===== src/rtl/core/bmct_pkg.sv =====
package bmct_pkg;

  // Default memory sizes
  localparam int WORK_RAM_BYTES_DEF    = 8192;
  localparam int PATTERN_RAM_BYTES_DEF = 8192;

  // Bus commands
  localparam logic [2:0] CMD_CPU_RD = 3'd0;
  localparam logic [2:0] CMD_CPU_WR = 3'd1;
  localparam logic [2:0] CMD_PPU_RD = 3'd2;
  localparam logic [2:0] CMD_PPU_WR = 3'd3;
  localparam logic [2:0] CMD_TICK   = 3'd4;

  // ROM fetch kinds
  localparam logic [1:0] KIND_NONE = 2'd0;
  localparam logic [1:0] KIND_PRG  = 2'd1;
  localparam logic [1:0] KIND_CHR  = 2'd2;

  // Configuration register indexes
  localparam int          CFG_AW        = 4;
  localparam logic [1:0]  CFG_PRG_COUNT = 2'd0;
  localparam logic [1:0]  CFG_CHR_COUNT = 2'd1;
  localparam logic [1:0]  CFG_CHR_IS_RAM = 2'd2;
  localparam logic [1:0]  CFG_MIRROR    = 2'd3;

  // Register decode
  localparam logic [15:0] DECODE_MASK  = 16'hF03D;
  localparam logic [15:0] ADDR_PRG0    = 16'h8000;
  localparam logic [15:0] ADDR_PRG1    = 16'h8008;
  localparam logic [15:0] ADDR_PRG2    = 16'h9000;
  localparam logic [15:0] ADDR_MIRROR  = 16'hB000;
  localparam logic [15:0] ADDR_CHR0    = 16'hC000;
  localparam logic [15:0] ADDR_CHR1    = 16'hC004;
  localparam logic [15:0] ADDR_CHR2    = 16'hC008;
  localparam logic [15:0] ADDR_CHR3    = 16'hC00C;
  localparam logic [15:0] ADDR_CHR4    = 16'hD000;
  localparam logic [15:0] ADDR_CHR5    = 16'hD004;
  localparam logic [15:0] ADDR_CHR6    = 16'hD008;
  localparam logic [15:0] ADDR_CHR7    = 16'hD00C;
  localparam logic [15:0] ADDR_IRQ_LATCH = 16'hE000;
  localparam logic [15:0] ADDR_IRQ_CTRL  = 16'hE008;
  localparam logic [15:0] ADDR_IRQ_ACK   = 16'hE010;
  localparam int          IRQ_RESTART_BIT = 1;

  // Remainder unit widths: 13-bit dividend, 14-bit divisor
  localparam int REM_DW = 13;
  localparam int REM_RW = 14;

  // Register block request and status
  typedef struct packed {
    logic        wr;
    logic        tick;
    logic [15:0] addr;
    logic [7:0]  data;
    logic        mirror_load;
    logic        mirror_val;
  } bmct_reg_req_t;

  typedef struct packed {
    logic [2:0][5:0] prg;
    logic [7:0][7:0] chr;
    logic            irq_flag;
    logic            mirror;
  } bmct_reg_stat_t;

  // Bank count as used: zero reads as one, above 256 reads as 256
  function automatic logic [8:0] usable_count(logic [8:0] n);
    logic [8:0] r;
    r = n;
    if (n == 9'd0) r = 9'd1;
    else if (n[8] && (n[7:0] != 8'd0)) r = 9'd256;
    return r;
  endfunction

endpackage


===== src/rtl/core/bmct_rem.sv =====
module bmct_rem
  import bmct_pkg::*;
(
  input  logic              clk,
  input  logic              rst_n,
  input  logic              start,
  input  logic [REM_DW-1:0] dividend,
  input  logic [REM_RW-1:0] divisor,
  output logic              busy,
  output logic [REM_RW-1:0] rem
);

  localparam int CW = $clog2(REM_DW + 1);

  logic [REM_RW-1:0] rem_r, rem_nxt;
  logic [REM_RW-1:0] div_r, div_nxt;
  logic [REM_DW-1:0] quo_r, quo_nxt;
  logic [CW-1:0]     cnt_r, cnt_nxt;
  logic              busy_r, busy_nxt;
  logic [REM_RW-1:0] trial;

  // One restoring step per cycle, MSB of dividend first
  always_comb begin
    trial    = {rem_r[REM_RW-2:0], quo_r[REM_DW-1]};
    rem_nxt  = rem_r;
    div_nxt  = div_r;
    quo_nxt  = quo_r;
    cnt_nxt  = cnt_r;
    busy_nxt = busy_r;
    if (start) begin
      rem_nxt  = '0;
      div_nxt  = divisor;
      quo_nxt  = dividend;
      cnt_nxt  = CW'(REM_DW);
      busy_nxt = 1'b1;
    end else if (busy_r) begin
      rem_nxt  = (trial >= div_r) ? (trial - div_r) : trial;
      quo_nxt  = {quo_r[REM_DW-2:0], 1'b0};
      cnt_nxt  = cnt_r - CW'(1);
      busy_nxt = (cnt_r != CW'(1));
    end
  end

  always_ff @(posedge clk) begin
    if (!rst_n) begin
      busy_r <= 1'b0;
      cnt_r  <= '0;
    end else begin
      busy_r <= busy_nxt;
      cnt_r  <= cnt_nxt;
    end
    rem_r <= rem_nxt;
    div_r <= div_nxt;
    quo_r <= quo_nxt;
  end

  assign busy = busy_r;
  assign rem  = rem_r;

endmodule


===== config.mk =====
export PLATFORM = sky130hd
export DESIGN_NAME = bmct_rem
export DESIGN_NICKNAME = d
export VERILOG_FILES = /design/src/rtl/core/bmct_pkg.sv /design/src/rtl/core/bmct_rem.sv
export SDC_FILE = /design/constraint.sdc
export NUM_CORES = 1
export LEC_CHECK = 0
export ABC_AREA = 0
export BUFFER_PORTS_ARGS = -buffer_cell sky130_fd_sc_hd__buf_4
export CORE_MARGIN = 4
export CORE_UTILIZATION = 60
export CTS_BUF_LIST = sky130_fd_sc_hd__clkbuf_2
export CTS_CLUSTER_SIZE = 25
export DETAILED_ROUTE_END_ITERATION = 16
export GPL_TIMING_DRIVEN = 1
export PLACE_DENSITY = 0.91
export SYNTH_ARGS = -nofsm -noshare
export SYNTH_HDL_FRONTEND = slang
export SYNTH_SLANG_ARGS = --single-unit

===== constraint.sdc =====
create_clock -name clk -period 4.8 [get_ports clk]
set_clock_uncertainty 0.15 [all_clocks]
set_input_delay 1.44 -clock clk [delete_from_list [all_inputs] [get_ports clk]]
set_output_delay 1.44 -clock clk [all_outputs]
set_load 0.02 [all_outputs]

==> results.toml, run 1 <==
[critical_path]
start_kind = "flip-flop"
cp-end-kind = "flip-flop"
cp_max_fo = 12
regToRegSetupSlack_ns = 1.73
arrival_ns = 3.29
regToRegStartpoint = "rem[8]"
worstSetupPathType = "flip-flop to flip-flop"
crit_start = "rem[8]"
required_ns = 5.02

[routing]
ant_nets = 0
met1_length_mm = 2.20
num_vias = 2108
routed_wirelength_mm = 5.52
wl_per_cell_microns = 15.9
wl_met3_microns = 521
via_per_inst = 6.09
drt_first_pass_iters = 5
dr.first_iter.drc_count = 142
maxUsedRoutingLayer = "met4"
remaining_drc_errors = 0
wl_met2_mm = 2.70

[floorplan]
start_util = 0.637
dieArea_sq_um = 5490
core.rowCount = 23
num_io_pins = 45
dieHeight_microns = 74.1
core_sq_um = 4120
fp.dieW_microns = 74.1

[timing]
hold_viol = 0
worst_pin_slew_ns = 1.19
fin_crit_ns = 3.07
setup-tns-final_ns = 0
rsz0062_at_grt = "false"
maxSlewHeadroom = 0.206
worst_slack_ns = 1.73
drv_slew = 0
setup_viol = 0
fmax_ghz = 0.325
finalCritPeriodShare = 0.640

[cts]
clk_latency_ns = 0.43
numClockSinks = 46
ctsResizeCount = 0
htreeDepth = 2
cts_tree = "yes"
cts_hold_buf = 0
post_cts_buffers = 0
cts_root_buf = "clkbuf_2"
cts_buffers = 5
clk_pin_slew_ns = 0.24
clock_path_buffers = 2

[place]
hpwl_mm = 4.17
port_buffers = 44
dp_slack_ns = 1.73
gp_congestion = 0.847

[logic_synthesis]
synthTopCellsByCount = "edfxtp_1 (27), inv_1 (23), dfxtp_1 (19), nand2_1 (19)"
synth.ff_latch_count = 46
yosysMostFrequentCell = "edfxtp_1"
synth-seq-area-share = 0.455
ys_warn_count = 0
ys_async_sr_fraction = 0
synth_edf_count = 27
synth_top_area_frac = 0.309
synth_largest_area_cell = "edfxtp_1"
avgSynthCellArea_sq_um = 10.4
synthesis.nets = 298
yosysUniqueCellTypes = 55
ys.flop_type = "edfxtp_1"
synth_area_leaders = "edfxtp_1 (31%), dfxtp_1 (15%), ha_1 (7.6%), mux2_2 (5.6%), inv_1 (3.3%)"
syn-instance-count = 251
mappedNetlistArea_sq_um = 2620

[status]
status = "finished clean"

[global_route]
grt_max_degree = 38
overflow = 0
antenna_found_initial = 0
track_usage = 0.221
grt_pass1_vias = 2048
grt_pass1_wl_mm = 9.38

[worst_hold_path]
hold_path_class = "flip-flop to flip-flop"
min_from = "rem[7]"

[layout]
fin_nets = 342
syn2layout_area_growth_pct = 17.2
final_layout_size_suffix_gt1_frac = 0.250
n_antenna_cell = 0

[pwr]
vdd_drop_max_uv = 220
p_per_area_nw_per_um2 = 319
power.leakage_nw = 1.29

[flow_run]
cap_violations = 0
[report_power, final]
part           switching (W)  internal, W
combinational       0.000134     0.000108
clock               0.000125     0.000139
sequential         0.0000179     0.000455
total               0.000277     0.000701
[final timing paths]
kind / end / cells after the start
max: rem[11] / 7
min: rem[7] / 2
max reg2reg: rem[11] / 7
min reg2reg: rem[7] / 2
[sequential cells by signal, summed over array words and instances (netlist names)]
register,flops
quo_r,13
rem,14
div_r,14
busy,1
cnt_r,4
[final cells by class]
type,count,area [sq um]
fillers,293,1040
inverters,24,90.1
clock inverters,3,63.8
well taps,50,62.6
flip-flops and latches,46,1190
clock buffers,5,25.0
multi-input cells,173,1300
repair buffers,45,338
[cells by family after synthesis]
logic type                 Yosys count  synth area share
buffers and inverters               32            0.0492
xor gates and xnor gates            11            0.0368
adders and majority gates           17            0.0840
DFF                                 46             0.455
AOI/OAI and AO/OA                   63             0.175
muxes                               21            0.0864
and+or+nand+nor                     61             0.114
[through the flow]
| stage | utilization | total power, W | hold WS (ns) | area, sq um | cells |
|---|---|---|---|---|---|
| finish | 0.746 | 0.000978 | 0.372 | 3070 | 346 |
| global route | 0.746 | 0.00103 | 0.422 | 3070 | 346 |
| CTS | 0.746 | 0.000982 | 0.378 | 3070 | 346 |
| detailed placement | 0.725 | 0.000721 | 0.351 | 2980 | 338 |
| global placement | 0.725 | 0.000710 | 0.338 | 2980 | 338 |
| floorplan | - | 0.000646 | 0.360 | 2620 | 251 |
[cells in the final DEF, fill, tap and decap left out, types with 3 or more instances in the layout]
cell      netlist  final
buf_4           0     45
edfxtp_1       27     27
inv_1          23     23
nand2_1        19     19
dfxtp_1        19     19
nor2_1         16     16
ha_1           16     16
mux2_2         13     13
a21oi_1        10     10
o21ai_0        10     10
a211oi_1        8      8
mux2i_1         8      8
xnor2_1         6      6
xor2_1          5      5
clkbuf_2        0      5
a31oi_1         4      4
o211ai_1        4      4
nor3_1          4      4
nand3_1         4      4
a21boi_0        3      3
nor2b_1         3      3
[routing by layer]
| metal | GRT usage | vias to the layer above |
|---|---|---|
| met3 | 0.0622 | 13 |
| met2 | 0.375 | 97 |
| met1 | 0.271 | 976 |
| li1 | - | 1022 |
| met4 | 0.0765 | 0 |
| met5 | 0 | - |
[worst max-delay path, cell delays in order, from the launching register on]
cell	delay, ns
dfxtp_1	0.40
ha_1	0.42
and4_1	0.26
a21boi_2	0.18
o21ai_2	0.08
a221oi_2	0.98
o21ai_0	0.25
a311oi_1	0.30
No activity file was read; power rests on OpenSTA's default activity.
==> inputs of run 2 (changes only) <==
--- a/config.mk
+++ b/config.mk
@@ -5,15 +5,15 @@
 export SDC_FILE = /design/constraint.sdc
 export NUM_CORES = 1
 export LEC_CHECK = 0
-export ABC_AREA = 0
+export ABC_AREA = 1
 export BUFFER_PORTS_ARGS = -buffer_cell sky130_fd_sc_hd__buf_4
 export CORE_MARGIN = 4
-export CORE_UTILIZATION = 60
+export CORE_UTILIZATION = 59
 export CTS_BUF_LIST = sky130_fd_sc_hd__clkbuf_2
 export CTS_CLUSTER_SIZE = 25
 export DETAILED_ROUTE_END_ITERATION = 16
 export GPL_TIMING_DRIVEN = 1
-export PLACE_DENSITY = 0.91
+export PLACE_DENSITY = 0.88
 export SYNTH_ARGS = -nofsm -noshare
 export SYNTH_HDL_FRONTEND = slang
 export SYNTH_SLANG_ARGS = --single-unit
==> constraint.sdc (replaced) <==
create_clock -name clk -period 3.1 [get_ports clk]
set_clock_uncertainty 0.15 [all_clocks]
set_input_delay 0.93 -clock clk [delete_from_list [all_inputs] [get_ports clk]]
set_output_delay 0.93 -clock clk [all_outputs]
set_load 0.02 [all_outputs]
==> results.toml, run 2 <==
[status]
status = "finished clean"

[routing]
routed_wirelength_mm = 6.34
ant_nets = 0
dr.first_iter.drc_count = 273
via_per_inst = 5.27
num_vias = 2633
wl_per_cell_microns = 12.7
remaining_drc_errors = 0
drt_first_pass_iters = 5

[logic_synthesis]
synth-seq-area-share = 0.409
synthTopCellsByCount = "nand2_1 (136), inv_1 (77), nand3_1 (28), edfxtp_1 (27), dfxtp_1 (19)"
synth_area_leaders = "edfxtp_1 (28%), nand2_1 (18%), dfxtp_1 (13%), inv_1 (9.9%), ha_1 (6.9%)"
yosysMostFrequentCell = "nand2_1"
synth.ff_latch_count = 46
ys.flop_type = "edfxtp_1"
mappedNetlistArea_sq_um = 2910
yosysUniqueCellTypes = 31
ys_async_sr_fraction = 0
synth_top_area_frac = 0.278
avgSynthCellArea_sq_um = 7.49
synthesis.nets = 436
syn-instance-count = 389
synth_edf_count = 27
ys_warn_count = 0
synth_largest_area_cell = "edfxtp_1"

[floorplan]
start_util = 0.613
dieArea_sq_um = 6130
num_io_pins = 45
core_sq_um = 4750
core.rowCount = 25
fp.dieW_microns = 78.3
dieHeight_microns = 78.3

[pwr]
pwr-share-comb = 0.180
p_int_w = 0.000838
swShare = 0.280
p_seq_frac = 0.610
power.leakage_nw = 1.79
p_per_area_nw_per_um2 = 349
vdd_drop_max_uv = 303
p_clk_frac = 0.210
p_sw_w = 0.000325

[cts]
ctsResizeCount = 0
cts_root_buf = "clkbuf_2"
clk_latency_ns = 0.39
cts_tree = "yes"
htreeDepth = 2
clock_path_buffers = 2
cts_hold_buf = 0
numClockSinks = 46
clk_pin_slew_ns = 0.21
post_cts_buffers = 0
cts_buffers = 5

[global_route]
grt_pass1_vias = 2515
antenna_found_initial = 0
grt_max_degree = 31
grt_pass1_wl_mm = 11.1
track_usage = 0.226
overflow = 0

[layout]
n_antenna_cell = 0
final_layout_size_suffix_gt1_frac = 0.169
final_cells = 500
fin_nets = 479
n_fill_cell = 402
final_cell_mix = "nand2_1 (136), inv_1 (77), buf_4 (46)"
syn2layout_area_growth_pct = 14.4
layout_commonest_cell = "nand2_1"

[worst_hold_path]
hold_path_class = "flip-flop to flip-flop"

[critical_path]
path_cells = "inv_1, ha_1, inv_1, fa_1, nand2_1, nand2_1, nand3_1, nand2_1, nand2_4, nand3_4, nand2_1, nand3_1, o21ai_1"
required_ns = 3.29
arrival_ns = 2.76
cpMostUsedCell = "nand2_1"
worstSetupPathType = "flip-flop to flip-flop"
cp-end-kind = "flip-flop"
cp_max_fo = 15
max_stage_delay_ns = 0.47
crit_family = "simple AND/OR/NAND/NOR gates"
start_kind = "flip-flop"
crit_buf_inv = 2
crit_path_top_delay_cell = "fa_1"

[timing]
worst_pin_slew_ns = 0.758
drv_slew = 0
fmax_ghz = 0.389
setup-tns-final_ns = 0
hold_viol = 0
setup_viol = 0
finalCritPeriodShare = 0.830
fin_crit_ns = 2.57
maxSlewHeadroom = 0.493
rsz0062_at_grt = "false"

[flow_run]
cap_violations = 0

[place]
hpwl_mm = 4.97
place_inst = 492
port_buffers = 44
gp_congestion = 0.945
run 2: changes by cell type after synthesis, sizes merged, moves of 4 or more:
cell	previous run	this run
nor3	4	0
a21boi	4	0
nand2	19	140
mux2i	8	0
nand3	4	34
mux2	13	0
nand4	2	18
o21ai	13	9
a211oi	9	0
inv	23	78
run 2: worst min-delay path: cells and delay by family, from the launching register on:
family | cells | cell delay [ns]
AND/OR/NAND/NOR | 2 | 0.12
flip-flops | 1 | 0.37
run 2: power groups by stage:
stage          Clock (W)  Sequential [W]  Combinational (W)
2_1_floorplan          0        0.000721           0.000134
3_3_place_gp           0        0.000721           0.000197
3_5_place_dp           0        0.000722           0.000207
4_1_cts         0.000254        0.000709           0.000208
5_1_grt         0.000285        0.000714           0.000235
6_report        0.000245        0.000709           0.000209
run 2: per-stage QoR:
step | area (sq um) | power (W) | worst slack, ns | hold slack (ns) | util
after floorplan | 2910 | 0.000855 | 1.01 | 0.315 | -
after global placement | 3290 | 0.000919 | 0.445 | 0.308 | 0.692
after detailed placement | 3290 | 0.000929 | 0.411 | 0.314 | 0.692
after CTS | 3330 | 0.00117 | 0.566 | 0.346 | 0.701
after global routing | 3330 | 0.00123 | 0.400 | 0.367 | 0.701
final | 3330 | 0.00116 | 0.527 | 0.344 | 0.701
run 2: cell type report:
type / count / area, sq um / area share
inverters: 78 / 293 / 0.0878
multi-input cells: 255 / 1380 / 0.414
well taps: 67 / 83.8 / 0.0251
flip-flops and latches: 46 / 1190 / 0.357
clock inverters: 1 / 7.51 / 0.00225
repair buffers: 46 / 345 / 0.104
clock buffers: 7 / 35.0 / 0.0105
run 2: cell families (layout without fill, tap and decap cells):
family,after synthesis,in the layout,synth area share
compound gates,19,19,0.0391
fa+ha+maj,17,17,0.0756
flops,46,46,0.409
simple gates,211,211,0.334
xor+xnor,8,8,0.0240
buf+inv,88,132,0.118
run 2: path summary, 6_finish.rpt:
| path | from | to | slack (ns) | cells past startpoint |
|---|---|---|---|---|
| setup / recovery | quo_r[12] | rem[6] | 0.53 | 13 |
| hold / removal | rem[13] | rem[13] | 0.34 | 2 |
| setup reg to reg | quo_r[12] | rem[6] | 0.53 | 13 |
| hold reg to reg | rem[13] | rem[13] | 0.34 | 2 |
run 2: metal layers:
metal / up-vias / global-route usage / share of wire
met2: 100 / 0.381 / 0.49
met3: 18 / 0.0413 / 0.065
met1: 1202 / 0.284 / 0.42
met4: 0 / 0.0944 / 0.021
met5: - / 0 / 0
li1: 1313 / - / -
==> inputs of run 3 (changes only) <==
--- a/config.mk
+++ b/config.mk
@@ -8,12 +8,12 @@
 export ABC_AREA = 1
 export BUFFER_PORTS_ARGS = -buffer_cell sky130_fd_sc_hd__buf_4
 export CORE_MARGIN = 4
-export CORE_UTILIZATION = 59
+export CORE_UTILIZATION = 53
 export CTS_BUF_LIST = sky130_fd_sc_hd__clkbuf_2
 export CTS_CLUSTER_SIZE = 25
 export DETAILED_ROUTE_END_ITERATION = 16
 export GPL_TIMING_DRIVEN = 1
-export PLACE_DENSITY = 0.88
+export PLACE_DENSITY = 0.84
 export SYNTH_ARGS = -nofsm -noshare
 export SYNTH_HDL_FRONTEND = slang
 export SYNTH_SLANG_ARGS = --single-unit
==> constraint.sdc (replaced) <==
create_clock -name clk -period 2.1 [get_ports clk]
set_clock_uncertainty 0.15 [all_clocks]
set_input_delay 0.63 -clock clk [delete_from_list [all_inputs] [get_ports clk]]
set_output_delay 0.63 -clock clk [all_outputs]
set_load 0.02 [all_outputs]
==> results.toml, run 3 (synthesized netlist as in run 2, its figures left out) <==
[status]
status = "finished, violations left"
violations = "negative setup slack"

[cts]
cts_tree = "yes"
cts_hold_buf = 0
cts_root_buf = "clkbuf_2"
cts_buffers = 5
htreeDepth = 2
clk_pin_slew_ns = 0.25
numClockSinks = 46
clk_latency_ns = 0.44
clock_path_buffers = 2

[place]
port_buffers = 44
gp_congestion = 0.939
hpwl_mm = 5.17

[timing]
timing.hold.ws_ns = 0.191
fmax_ghz = 0.466
fin_crit_ns = 2.14
finalCritPeriodShare = 1.02
rsz0062_at_grt = "true"
hold_viol = 0
setup-tns-final_ns = -0.130
worst_slack_ns = -0.0439
setup_viol = 6
worst_pin_slew_ns = 0.457
maxSlewHeadroom = 0.695
drv_slew = 0

[floorplan]
fp.dieW_microns = 82.2
core.rowCount = 26
core_sq_um = 5200
dieHeight_microns = 82.2
dieArea_sq_um = 6750
start_util = 0.560
num_io_pins = 45

[critical_path]
start_kind = "flip-flop"
worstSetupPathType = "flip-flop to flip-flop"
regToRegStartpoint = "quo_r[12]"
cpMostUsedCell = "inv_2"
cp-end-kind = "flip-flop"
path_cells = "inv_2, ha_4, inv_2, fa_2, buf_6, nand3_2, nand3_4, buf_4, xnor2_1, nand2_1, nand3_1, o21ai_1"
max_stage_delay_ns = 0.45
crit_path_top_delay_cell = "edfxtp_1"
cp_max_fo = 3
arrival_ns = 2.36
required_ns = 2.32
crit_start = "quo_r[12]"

[routing]
remaining_drc_errors = 0
dr.first_iter.drc_count = 275
routed_wirelength_mm = 7.02
via_per_inst = 5.18
wl_per_cell_microns = 13.5
num_vias = 2692
ant_nets = 0
drt_first_pass_iters = 5

[global_route]
grt_pass1_vias = 2570
track_usage = 0.215
grt_max_degree = 22
grt_pass1_wl_mm = 11.0
overflow = 0
antenna_found_initial = 0

[layout]
final_cell_mix = "nand2_1 (131), inv_1 (75), buf_4 (58)"
n_antenna_cell = 0
n_fill_cell = 402
fin_nets = 496
multiInputGateArea_sq_um = 1480
syn2layout_area_growth_pct = 23.8
final-seq-area_sq_um = 1190
layout_commonest_cell = "nand2_1"
final_layout_size_suffix_gt1_frac = 0.242
fin_util = 0.693

[pwr]
p_per_area_nw_per_um2 = 529
power.leakage_nw = 1.91
vdd_drop_max_uv = 446

[worst_hold_path]
min_from = "divisor[5]"
hold_path_class = "primary input to flip-flop"

[flow_run]
cap_violations = 0
run 3: area by class of cell:
type,instances,share of cell area
well taps,70,0.0243
multi-input cells,256,0.410
inverters,78,0.0812
clock buffers,6,0.00832
repair buffers,62,0.136
clock inverters,2,0.00937
flip-flops and latches,46,0.331
run 3: timing repair:
| item | in CTS | in global routing |
|---|---|---|
| pin swaps | 2 | 27 |
| endpoints found under the setup margin | 14 | 14 |
| setup buffers | 2 | 3 |
| gates cloned | 1 | 0 |
| gates resized for setup | 6 | 22 |
run 3: path summary, 6_finish.rpt:
check | to | slack, ns | cells past startpoint
max | rem[4] | -0.04 | 12
min reg2reg | rem[13] | 0.34 | 2
min | div_r[5] | 0.19 | 1
max reg2reg | rem[4] | -0.04 | 12
run 3: metrics by stage:
step	setup WS [ns]	std cells	power [W]	cell area [sq um]
3_5_place_dp	-0.0869	506	0.00139	3390
5_1_grt	-0.149	520	0.00199	3610
2_1_floorplan	0.0119	389	0.00126	2910
4_1_cts	0.00959	517	0.00188	3510
3_3_place_gp	0.0342	506	0.00138	3390
6_report	-0.0439	520	0.00191	3610
run 3: routing by layer:
metal,up-vias,share of wire,global-route usage
met4,0,0.026,0.0880
met5,-,0,0
met1,1233,0.43,0.270
met3,20,0.061,0.0434
met2,96,0.48,0.362
li1,1343,-,-
run 3: worst max-delay path, delay by kind of cell (launching register included):
kind / cells / cell delay, ns
simple gates: 4 / 0.32
flops: 1 / 0.45
buf+inv: 4 / 0.41
fa+ha+maj: 2 / 0.50
compound gates: 1 / 0.06
xor+xnor: 1 / 0.16
run 3: where the power goes:
group / internal (W) / total [W] / switching, W
clock network: 0.000203 / 0.000498 / 0.000295
logic: 0.000155 / 0.000361 / 0.000206
registers: 0.00102 / 0.00105 / 0.0000263
