==> src/rtl/core/bmct_pkg.sv <==
package bmct_pkg;

  // Default memory sizes
  localparam int WORK_RAM_BYTES_DEF    = 8192;
  localparam int PATTERN_RAM_BYTES_DEF = 8192;

  // Bus commands
  localparam logic [2:0] CMD_CPU_RD = 3'd0;
  localparam logic [2:0] CMD_CPU_WR = 3'd1;
  localparam logic [2:0] CMD_PPU_RD = 3'd2;
  localparam logic [2:0] CMD_PPU_WR = 3'd3;
  localparam logic [2:0] CMD_TICK   = 3'd4;

  // ROM fetch kinds
  localparam logic [1:0] KIND_NONE = 2'd0;
  localparam logic [1:0] KIND_PRG  = 2'd1;
  localparam logic [1:0] KIND_CHR  = 2'd2;

  // Configuration register indexes
  localparam int          CFG_AW        = 4;
  localparam logic [1:0]  CFG_PRG_COUNT = 2'd0;
  localparam logic [1:0]  CFG_CHR_COUNT = 2'd1;
  localparam logic [1:0]  CFG_CHR_IS_RAM = 2'd2;
  localparam logic [1:0]  CFG_MIRROR    = 2'd3;

  // Register decode
  localparam logic [15:0] DECODE_MASK  = 16'hF03D;
  localparam logic [15:0] ADDR_PRG0    = 16'h8000;
  localparam logic [15:0] ADDR_PRG1    = 16'h8008;
  localparam logic [15:0] ADDR_PRG2    = 16'h9000;
  localparam logic [15:0] ADDR_MIRROR  = 16'hB000;
  localparam logic [15:0] ADDR_CHR0    = 16'hC000;
  localparam logic [15:0] ADDR_CHR1    = 16'hC004;
  localparam logic [15:0] ADDR_CHR2    = 16'hC008;
  localparam logic [15:0] ADDR_CHR3    = 16'hC00C;
  localparam logic [15:0] ADDR_CHR4    = 16'hD000;
  localparam logic [15:0] ADDR_CHR5    = 16'hD004;
  localparam logic [15:0] ADDR_CHR6    = 16'hD008;
  localparam logic [15:0] ADDR_CHR7    = 16'hD00C;
  localparam logic [15:0] ADDR_IRQ_LATCH = 16'hE000;
  localparam logic [15:0] ADDR_IRQ_CTRL  = 16'hE008;
  localparam logic [15:0] ADDR_IRQ_ACK   = 16'hE010;
  localparam int          IRQ_RESTART_BIT = 1;

  // Remainder unit widths: 13-bit dividend, 14-bit divisor
  localparam int REM_DW = 13;
  localparam int REM_RW = 14;

  // Register block request and status
  typedef struct packed {
    logic        wr;
    logic        tick;
    logic [15:0] addr;
    logic [7:0]  data;
    logic        mirror_load;
    logic        mirror_val;
  } bmct_reg_req_t;

  typedef struct packed {
    logic [2:0][5:0] prg;
    logic [7:0][7:0] chr;
    logic            irq_flag;
    logic            mirror;
  } bmct_reg_stat_t;

  // Bank count as used: zero reads as one, above 256 reads as 256
  function automatic logic [8:0] usable_count(logic [8:0] n);
    logic [8:0] r;
    r = n;
    if (n == 9'd0) r = 9'd1;
    else if (n[8] && (n[7:0] != 8'd0)) r = 9'd256;
    return r;
  endfunction

endpackage

==> src/rtl/core/bmct_regs.sv <==
module bmct_regs
  import bmct_pkg::*;
(
  input  logic           clk,
  input  logic           rst_n,
  input  bmct_reg_req_t  req,
  output bmct_reg_stat_t stat
);

  logic [2:0][5:0] prg_r, prg_nxt;
  logic [7:0][7:0] chr_r, chr_nxt;
  logic            mirror_r, mirror_nxt;
  logic [15:0]     reload_r, reload_nxt;
  logic [15:0]     count_r, count_nxt;
  logic            toggle_r, toggle_nxt;
  logic            irq_en_r, irq_en_nxt;
  logic            irq_flag_r, irq_flag_nxt;

  // Register writes, mirroring load and timer tick
  always_comb begin
    prg_nxt      = prg_r;
    chr_nxt      = chr_r;
    mirror_nxt   = mirror_r;
    reload_nxt   = reload_r;
    count_nxt    = count_r;
    toggle_nxt   = toggle_r;
    irq_en_nxt   = irq_en_r;
    irq_flag_nxt = irq_flag_r;
    if (req.mirror_load) mirror_nxt = req.mirror_val;
    if (req.wr) begin
      case (req.addr & DECODE_MASK)
        ADDR_PRG0:   prg_nxt[0] = req.data[5:0];
        ADDR_PRG1:   prg_nxt[1] = req.data[5:0];
        ADDR_PRG2:   prg_nxt[2] = req.data[5:0];
        ADDR_MIRROR: mirror_nxt = req.data[0];
        ADDR_CHR0:   chr_nxt[0] = req.data;
        ADDR_CHR1:   chr_nxt[1] = req.data;
        ADDR_CHR2:   chr_nxt[2] = req.data;
        ADDR_CHR3:   chr_nxt[3] = req.data;
        ADDR_CHR4:   chr_nxt[4] = req.data;
        ADDR_CHR5:   chr_nxt[5] = req.data;
        ADDR_CHR6:   chr_nxt[6] = req.data;
        ADDR_CHR7:   chr_nxt[7] = req.data;
        ADDR_IRQ_LATCH: begin
          // low byte first, then high byte
          if (!toggle_r) reload_nxt[7:0]  = req.data;
          else           reload_nxt[15:8] = req.data;
          toggle_nxt = ~toggle_r;
        end
        ADDR_IRQ_CTRL: begin
          if (req.data[IRQ_RESTART_BIT]) begin
            irq_en_nxt   = 1'b1;
            irq_flag_nxt = 1'b0;
            count_nxt    = reload_r;
          end else if (req.data[0]) begin
            irq_en_nxt = 1'b1;
            count_nxt  = reload_r;
          end else begin
            irq_en_nxt = 1'b0;
          end
        end
        ADDR_IRQ_ACK: irq_flag_nxt = 1'b0;
        default: ;
      endcase
    end
    if (req.tick) begin
      if (count_r == 16'd0) begin
        count_nxt = reload_r;
        if (irq_en_r) irq_flag_nxt = 1'b1;
      end else begin
        count_nxt = count_r - 16'd1;
      end
    end
  end

  always_ff @(posedge clk) begin
    if (!rst_n) begin
      prg_r      <= '0;
      chr_r      <= '0;
      mirror_r   <= 1'b0;
      reload_r   <= '0;
      count_r    <= '0;
      toggle_r   <= 1'b0;
      irq_en_r   <= 1'b0;
      irq_flag_r <= 1'b0;
    end else begin
      prg_r      <= prg_nxt;
      chr_r      <= chr_nxt;
      mirror_r   <= mirror_nxt;
      reload_r   <= reload_nxt;
      count_r    <= count_nxt;
      toggle_r   <= toggle_nxt;
      irq_en_r   <= irq_en_nxt;
      irq_flag_r <= irq_flag_nxt;
    end
  end

  assign stat.prg      = prg_r;
  assign stat.chr      = chr_r;
  assign stat.irq_flag = irq_flag_r;
  assign stat.mirror   = mirror_r;

endmodule

==> config.mk <==
export PLATFORM = sky130hd
export DESIGN_NAME = bmct_regs
export DESIGN_NICKNAME = d
export VERILOG_FILES = /design/src/rtl/core/bmct_pkg.sv /design/src/rtl/core/bmct_regs.sv
export SDC_FILE = /design/constraint.sdc
export NUM_CORES = 1
export LEC_CHECK = 0
export BUFFER_PORTS_ARGS = -buffer_cell sky130_fd_sc_hd__buf_2
export CELL_PAD_IN_SITES_DETAIL_PLACEMENT = 1
export CELL_PAD_IN_SITES_GLOBAL_PLACEMENT = 1
export CORE_MARGIN = 3
export CORE_UTILIZATION = 40
export CTS_CLUSTER_DIAMETER = 200
export DETAILED_ROUTE_END_ITERATION = 8
export MAX_ROUTING_LAYER = met4
export PLACE_DENSITY = 0.76
export SYNTH_ARGS = -nofsm -noshare
export SYNTH_HDL_FRONTEND = slang
export SYNTH_SLANG_ARGS = --single-unit
==> constraint.sdc <==
create_clock -name clk -period 2.5 [get_ports clk]
set_input_delay 0.125 -clock clk [delete_from_list [all_inputs] [get_ports clk]]
set_output_delay 0.125 -clock clk [all_outputs]
set_load 0.03 [all_outputs]
==> impl_metrics.yaml, run 1 <==
worst_hold_path:
  min_to: "mirror_r"
  hp-start: "rst_n"
  min_path_cells: 2
  hold_path_class: "input pin to flop"
global_routing:
  grt_pass1_vias: 4367
  use_met3_pct: 6.839
  overflow: 0
  busiest_layer: "met2"
  grt_max_degree: 42
  use_met2_pct: 37.95
  use_met1_pct: 29.02
  grt_use_total_pct: 23.74
  grt_pass1_wl_um: 23490
  antenna_found_initial: 0
detailed_routing:
  vias: 4194
  viasPerCell: 5.440
  drt_iter0_markers: 252
  post_drt_wl_per_cell_um: 19.19
  first_pass_iters: 4
  drtAntennaViolNets: 0
  wirelength_um: 14800
  drc: 0
sta:
  setup_violations: 0
  drv_slew: 0
  fin_setup_tns_ns: 0
  max_freq_ghz: 0.4515
  fin_skew_ns: 0.002874
  holdWs_ns: 0.06734
  min_period_over_period_pct: 88.60
  max-slew-margin-rel_pct: 40.24
  finalHoldViolations: 0
  worst_pin_slew_ns: 0.8848
  fin_crit_ns: 2.215
  rsz0062_at_grt: "no"
synthesis:
  synthCells: 514
  synth-main-ff-cell: "dfxtp_1"
  ys_seq_area_share_pct: 48.35
  async_flop_share_pct: 0
  synth_edf_count: 0
  synth_fp_nets: 546
  synth_seq_cells: 118
  yosysWarnings: 0
  ys_types: 50
  yosysTopAreaCellShare_pct: 48.35
  yosys.area.top_type: "dfxtp_1"
  netlist_area_um2: 4886
  syn_area_per_cell_um2: 9.506
  synth_area_leaders: "dfxtp_1 (48%), mux2i_1 (20%), nor2_1 (8.4%), clkbuf_1 (2.2%), a21oi_1 (1.9%)"
cts:
  cts.repair.resized: 0
  post_cts_buffers: 0
  numCtsBuffers: 17
  clock_latency_ns: 0.42
  cts_root_buf: "clkbuf_16"
  cts.clk_slew.worst_paths_ns: 0.06
  cts_buffer_depth: 2
  cts_num_sinks: 118
  cts.htree.levels: 4
  cts_tree: "yes"
  cts_hold_buf: 0
worst_setup_path:
  crit_chain: "nor4_1 -> buf_4 -> and4_1 -> nor2_1 -> buf_4 -> a2111oi_0"
  cp.arrival_ns: 2.50
  crit_fanout: 15
  critical_path.max_stage_delay_ns: 0.51
  critPathRequiredTime_ns: 2.78
  crit_type: "flop to flop"
  rr_startpoint: "count_r[3]"
  cp_common_cell: "buf_4"
  slowest_stage: "nor4_1"
  r2r_slack_ns: 0.29
  startpoint_type: "flop"
  worst_setup_path_end_kind: "flop"
  startpoint: "count_r[3]"
  reg2reg_to: "count_r[1]"
  worst-r2r-cell-count: 6
place:
  place.gp.congestion: 0.8644
  place_hpwl_um: 10180
  io_buffer_count: 106
  dpl.cell_count: 739
job:
  maxCapViolCount: 0
layout:
  num_antenna_cells: 0
  fin_cells: 771
  drive_gt1_share_pct: 25.80
  area_growth_pct: 26.33
  fin_nets: 647
floorplanning:
  core_area_um2: 11660
  die-area_um2: 13580
  top_level_ports: 114
  start_util_pct: 41.89
  fp.dieW_um: 116.5
  row_count: 39
  dieHeight_um: 116.5
power_and_ir_drop:
  power_leakage_nw: 2.728
  power.density_nw_per_um2: 820.2
  ir_drop_mv: 0.4963
run_status:
  status: "finished, final reports clean"
==> worst max-delay path by stage <==
stage	end	slack, ns	cells past startpoint
final	count_r[1]	0.29	6
after global placement	stat[55]	0.37	7
after floorplan	count_r[10]	0.64	6
after detailed placement	stat[57]	0.31	7
after CTS	count_r[1]	0.26	6
after global routing	count_r[1]	0.03	6
==> cells in the final DEF (no fill, tap or decap), types with 3 or more instances in the layout <==
master,instances
nand2_1,21
nor2_4,4
buf_2,106
buf_4,10
nor2_1,109
inv_6,4
nor3_1,10
clkinvlp_4,4
o21a_1,5
or3_1,4
nand3_1,12
o22ai_1,4
nand4_1,6
nor4_1,5
mux2i_1,96
inv_1,4
dfxtp_1,118
clkbuf_16,17
o21ai_0,5
o221a_2,4
nor3b_1,3
bufinv_16,4
a22oi_1,5
nand2b_1,5
a31oi_1,4
a21oi_1,19
==> cells by family (layout without fill, tap and decap cells) <==
group,after synthesis,in the layout,share of synthesized area (%)
AO/OA/AOI/OAI,60,60,8.322
XOR/XNOR,1,1,0.1793
adder cells (fa/ha/maj),2,2,0.5121
buffers and inverters,40,154,3.380
flip-flops,118,118,48.35
multiplexers,97,97,19.90
AND/OR/NAND/NOR,196,196,19.36
==> per-stage QoR <==
step	instance area [µm²]	total power [mW]	setup slack (ns)	util, %
3_5_place_dp	5544	2.504	0.3061	47.54
4_1_cts	6172	5.104	0.2623	52.92
2_1_floorplan	4886	2.331	0.6438	-
6_report	6172	5.063	0.2851	52.92
5_1_grt	6172	5.263	0.03020	52.92
3_3_place_gp	5544	2.480	0.3665	47.54
==> cell type report <==
type / instances / area [µm²]
Clock buffer: 18 / 429.2
Clock inverter: 14 / 198.9
Fill cell: 1336 / 5490
Inverter: 5 / 18.77
Multi-Input combinational cell: 356 / 2359
Sequential cell: 118 / 2362
Tap cell: 143 / 178.9
Timing Repair Buffer: 117 / 625.6
==> critical path: cells and delay by family (launching register included) <==
family                 cells  cell delay (ns)
AOI/OAI and AO/OA          1             0.45
buffers and inverters      2             0.46
DFF                        1             0.37
and+or+nand+nor            3             0.80
==> cells in the mapped netlist, types with 3 or more instances <==
cell type,count
buf_2,3
nor3_1,10
nor2_1,109
nand4_1,6
nand2b_1,5
nor3b_1,3
nor2_4,4
nor4_1,5
dfxtp_1,118
a21oi_1,19
mux2i_1,96
a22oi_1,5
clkbuf_1,29
o21ai_0,5
buf_4,3
nand2_1,21
or3_1,4
o221a_2,4
inv_1,5
a31oi_1,4
nand3_1,12
o22ai_1,4
o21a_1,5
==> registers in the layout, summed over array words and instances, names as in the netlist <==
| signal | flops |
|---|---|
| irq_en_r | 1 |
| reload_r | 16 |
| toggle_r | 1 |
| irq_flag_r | 1 |
| count_r | 16 |
| stat | 82 |
| mirror_r | 1 |
==> power breakdown <==
group	internal, mW	total [mW]	switching, mW
registers	1.92	1.97	0.0493
logic	0.183	0.500	0.317
clock network	1.68	2.59	0.916
==> layer usage <==
layer,part of all wire (%),wire length [µm],vias to the layer above
li1,-,-,2008
met2,48,7037,104
met3,5.3,784,16
met4,1.2,175,0
met5,0,0,-
met1,46,6798,2066
Power figures use the tool's default switching activity.
==> run 2: changes to the inputs <==
==> constraint.sdc (replaced) <==
create_clock -name clk -period 2.2 [get_ports clk]
set_input_delay 0.11 -clock clk [delete_from_list [all_inputs] [get_ports clk]]
set_output_delay 0.11 -clock clk [all_outputs]
set_load 0.03 [all_outputs]
==> run 2 against run 1 <==
Effect of this change:
- clock skew is 0.0015 ns higher
- count of clock-buffer cells in the layout is 2 higher
- critical path depth is 2 higher
- clock power is 14% higher
- first-iteration DRC count is 16% lower
- combinational power is 28% higher
- sequential power is 13% higher
- power is 15% higher
- worst hold slack worse by 0.021 ns
- sequential cell count stayed put
- global-route usage is 0.99 points higher
- sequential share of layout area is 0.77 points lower
==> impl_metrics.yaml, run 2 (synthesized netlist as in run 1, its figures left out) <==
run_status:
  status: "finished, final reports clean"
global_routing:
  antenna_found_initial: 0
  grt_use_total_pct: 24.73
  overflow: 0
  grt_pass1_wl_um: 24680
  grt_max_degree: 41
  grt_pass1_vias: 4642
sta:
  worst_pin_slew_ns: 0.7006
  max-slew-margin-rel_pct: 53.30
  fin_crit_ns: 2.066
  min_period_over_period_pct: 93.92
  drv_slew: 0
  rsz0062_at_grt: "no"
  finalHoldViolations: 0
  setup_violations: 0
  fin_setup_tns_ns: 0
  holdWs_ns: 0.04624
  fin_skew_ns: 0.004335
  max_freq_ghz: 0.4840
detailed_routing:
  post_drt_wl_per_cell_um: 19.71
  drt_iter0_markers: 212
  drc: 0
  viasPerCell: 5.464
  drtAntennaViolNets: 0
  vias: 4284
  wirelength_um: 15450
  first_pass_iters: 4
power_and_ir_drop:
  power.density_nw_per_um2: 926.3
  power_leakage_nw: 2.808
  ir_drop_mv: 0.5944
cts:
  cts.htree.levels: 4
  cts_num_sinks: 118
  clock_latency_ns: 0.42
  cts_root_buf: "clkbuf_16"
  cts_tree: "yes"
  cts.clk_slew.worst_paths_ns: 0.05
  post_cts_buffers: 0
  cts_buffer_depth: 2
  numCtsBuffers: 17
worst_hold_path:
  min_to: "irq_flag_r"
  hp-start: "req[10]"
  min_path_cells: 3
  hold_path_class: "input pin to flop"
layout:
  final_common_cell: "dfxtp_1"
  largest_reg_flops: 82
  area_growth_pct: 28.91
  layout_common_cells: "dfxtp_1 (118), nor2_1 (109), buf_2 (106)"
  finish.instance_area_um2: 6299
  fin_nets: 660
  drive_gt1_share_pct: 27.61
  num_antenna_cells: 0
floorplanning:
  row_count: 39
  core_area_um2: 11660
  fp.dieW_um: 116.5
  top_level_ports: 114
  die-area_um2: 13580
  start_util_pct: 41.89
  dieHeight_um: 116.5
worst_setup_path:
  cp.arrival_ns: 2.43
  reg2reg_to: "count_r[6]"
  slowest_stage: "a21oi_1"
  worst-r2r-cell-count: 8
  path_buf_inv: 2
  r2r_slack_ns: 0.13
  crit_type: "flop to flop"
  crit_fanout: 5
  startpoint_type: "flop"
  rr_startpoint: "count_r[0]"
  path_delay_family: "compound AO/OA/AOI/OAI gates"
  worst_setup_path_end_kind: "flop"
  startpoint: "count_r[0]"
  critical_path.max_stage_delay_ns: 0.57
  critPathRequiredTime_ns: 2.56
  crit_chain: "inv_1 -> ha_1 -> nor2b_1 -> nand4_1 -> nor4_1 -> buf_4 -> a21oi_1 -> o221a_2"
place:
  io_buffer_count: 106
  place_hpwl_um: 10490
  dpl_cell_area_um2: 5654
  place.gp.congestion: 0.8561
job:
  maxCapViolCount: 0
## run 2: area by class of cell
| cell class | instances | area (µm²) |
|---|---|---|
| Clock inverter | 12 | 175.2 |
| Multi-Input combinational cell | 356 | 2371 |
| Inverter | 5 | 18.77 |
| Clock buffer | 20 | 456.7 |
| Fill cell | 1340 | 5364 |
| Timing Repair Buffer | 130 | 735.7 |
| Tap cell | 143 | 178.9 |
| Sequential cell | 118 | 2362 |
## run 2: repair_timing
action,CTS,global route
hold buffers,0,0
gates resized for setup,0,2
setup endpoints to repair,0,5
## run 2: metrics by stage
step                      power (mW)  util, %  worst slack (ns)  cells
final                          5.835    54.01            0.1338    784
after CTS                      5.870    53.90            0.1171    784
after detailed placement       2.899    48.48            0.1440    752
after global placement         2.866    48.48            0.1728    752
after floorplan                2.649        -            0.3438    514
after global routing           6.063    54.01          0.003047    784
## run 2: report_power, final
| group | internal (mW) | switching [mW] |
|---|---|---|
| logic | 0.252 | 0.388 |
| registers | 2.18 | 0.0503 |
| clock network | 1.95 | 1.01 |
| total | 4.39 | 1.45 |
## run 2: worst max-delay path by stage
stage,endpoint,slack (ns),depth (start not counted)
3_5_place_dp,stat[27],0.14,7
3_3_place_gp,stat[32],0.17,7
4_1_cts,count_r[6],0.12,6
2_1_floorplan,count_r[10],0.34,6
6_report,count_r[6],0.13,8
5_1_grt,count_r[1],0.003,8
## run 2: worst register-to-register path, cell delays in order, from the launching register on
cell	delay [ns]
dfxtp_1	0.35
inv_1	0.09
ha_1	0.24
nor2b_1	0.14
nand4_1	0.12
nor4_1	0.06
buf_4	0.14
a21oi_1	0.57
o221a_2	0.29
## run 2: layer usage
layer / share of wire [%] / track usage [%]
met5: 0 / -
met3: 5.1 / 7.098
met4: 1.7 / 8.585
met2: 48 / 39.40
met1: 46 / 29.99
==> run 3: changes to the inputs <==
--- a/config.mk
+++ b/config.mk
@@ -5,6 +5,7 @@
 export SDC_FILE = /design/constraint.sdc
 export NUM_CORES = 1
 export LEC_CHECK = 0
+export ABC_CLOCK_PERIOD_IN_PS = 2200
 export BUFFER_PORTS_ARGS = -buffer_cell sky130_fd_sc_hd__buf_2
 export CELL_PAD_IN_SITES_DETAIL_PLACEMENT = 1
 export CELL_PAD_IN_SITES_GLOBAL_PLACEMENT = 1
@@ -12,8 +13,9 @@
 export CORE_UTILIZATION = 40
 export CTS_CLUSTER_DIAMETER = 200
 export DETAILED_ROUTE_END_ITERATION = 8
+export HOLD_SLACK_MARGIN = 0.15
 export MAX_ROUTING_LAYER = met4
-export PLACE_DENSITY = 0.76
+export PLACE_DENSITY_LB_ADDON = 0.2
 export SYNTH_ARGS = -nofsm -noshare
 export SYNTH_HDL_FRONTEND = slang
 export SYNTH_SLANG_ARGS = --single-unit
==> run 3 against run 2 <==
Effect of this change:
- global-route usage down 1.1 points
- worst hold slack better by 0.13 ns
- worst setup slack worse by 0.00086 ns
- sequential power about the same
- final cell count up 0.89%
- critical path type unchanged
==> impl_metrics.yaml, run 3 (synthesized netlist as in run 1, its figures left out) <==
cts:
  cts.clk_slew.worst_paths_ns: 0.05
  cts_root_buf: "clkbuf_16"
  cts_num_sinks: 118
  cts.htree.levels: 4
  cts_buffer_depth: 2
  post_cts_buffers: 0
  numCtsBuffers: 17
  clock_latency_ns: 0.42
  cts_tree: "yes"
power_and_ir_drop:
  power_leakage_nw: 2.807
  switching_share_pct: 25.36
  ir_drop_mv: 0.5185
  power.density_nw_per_um2: 865.4
  total_power_mw: 5.465
  intPower_mw: 4.079
  pwr-share-clk_pct: 47.2
  p_sw_mw: 1.386
  power_frac_seq_pct: 40.9
  combPwrFrac_pct: 11.9
detailed_routing:
  vias: 4183
  first_pass_iters: 4
  drt_iter0_markers: 149
  drc: 0
  viasPerCell: 5.288
  post_drt_wl_per_cell_um: 18.82
  drtAntennaViolNets: 0
  wirelength_um: 14890
sta:
  fin_skew_ns: 0.01234
  worst_pin_slew_ns: 0.6169
  max_freq_ghz: 0.4838
  rsz0062_at_grt: "no"
  setup_slack_ns: 0.1329
  setup_violations: 0
  min_period_over_period_pct: 93.96
  fin_setup_tns_ns: 0
  drv_slew: 0
  max-slew-margin-rel_pct: 58.88
  fin_crit_ns: 2.067
  finalHoldViolations: 0
  holdWs_ns: 0.1726
worst_setup_path:
  slowest_stage: "nor4_1"
  crit_fanout: 11
  worst_setup_path_end_kind: "flop"
  crit_chain: "nor4_1 -> buf_4 -> nand4_1 -> nor4_2 -> a21oi_1 -> o221a_2"
  cp.arrival_ns: 2.37
  crit_type: "flop to flop"
  critPathRequiredTime_ns: 2.50
  startpoint_type: "flop"
  critical_path.max_stage_delay_ns: 0.38
layout:
  multi_input_area_um2: 2374
  area_growth_pct: 29.24
  final_common_cell: "dfxtp_1"
  largest_reg_flops: 82
  regArea_um2: 2362
  n_fill_cell: 1357
  fin_nets: 667
  drive_gt1_share_pct: 26.54
  num_antenna_cells: 0
  layout_common_cells: "dfxtp_1 (118), nor2_1 (109), buf_2 (106)"
global_routing:
  grt_pass1_wl_um: 23360
  antenna_found_initial: 0
  grt_max_degree: 45
  grt_pass1_vias: 4340
  overflow: 0
  grt_use_total_pct: 23.60
place:
  pre_cts_ws_ns: 0.05083
  place.gp.congestion: 0.8534
  io_buffer_count: 106
  place_hpwl_um: 10100
floorplanning:
  die-area_um2: 13580
  start_util_pct: 41.89
  dieHeight_um: 116.5
  top_level_ports: 114
  core_area_um2: 11660
  row_count: 39
  fp.dieW_um: 116.5
run_status:
  status: "finished, final reports clean"
worst_hold_path:
  hold_path_class: "input pin to flop"
job:
  maxCapViolCount: 0
[run 3: final timing paths]
check,cells after the start,to,startpoint,slack (ns)
max,6,count_r[6],count_r[3],0.13
min,4,irq_flag_r,req[13],0.17
max reg2reg,6,count_r[6],count_r[3],0.13
min reg2reg,2,stat[78],stat[78],0.46
[run 3: final cells by class]
cell class | count | area share, %
well taps | 143 | 2.833
inverters | 5 | 0.2972
clock buffers | 24 | 7.628
flip-flops and latches | 118 | 37.41
clock inverters | 8 | 1.169
multi-input cells | 356 | 37.59
repair buffers | 137 | 13.08
[run 3: power groups by stage]
stage	clock network [mW]	logic (mW)	registers [mW]
final	2.58	0.648	2.24
after detailed placement	0	0.616	2.28
after global routing	2.73	0.710	2.24
after floorplan	0	0.386	2.26
after global placement	0	0.594	2.27
after CTS	2.61	0.637	2.23
[run 3: per-layer routing]
| metal | vias up | wire [µm] | track usage [%] |
|---|---|---|---|
| met5 | - | 0 | - |
| met4 | 0 | 175 | 7.811 |
| met3 | 16 | 747 | 7.306 |
| met2 | 92 | 6815 | 36.77 |
| met1 | 2028 | 7152 | 29.14 |
| li1 | 2047 | - | - |
[run 3: critical path: cells and delay by family (launching register included)]
family	cells	cell delay, ns
simple gates	3	0.75
compound gates	2	0.60
flops	1	0.36
buf+inv	1	0.25
[run 3: repair_timing]
item	in CTS	in global routing
endpoints found under the setup margin	0	8
hold buffers	10	0
resized for setup	0	3
endpoints found under the hold margin	17	0
[run 3: metrics by stage]
step / instances / util, % / area (µm²)
finish: 791 / 54.15 / 6315
global route: 791 / 54.15 / 6315
CTS: 791 / 54.02 / 6300
detailed placement: 749 / 48.40 / 5644
global placement: 749 / 48.40 / 5644
floorplan: 514 / - / 4886
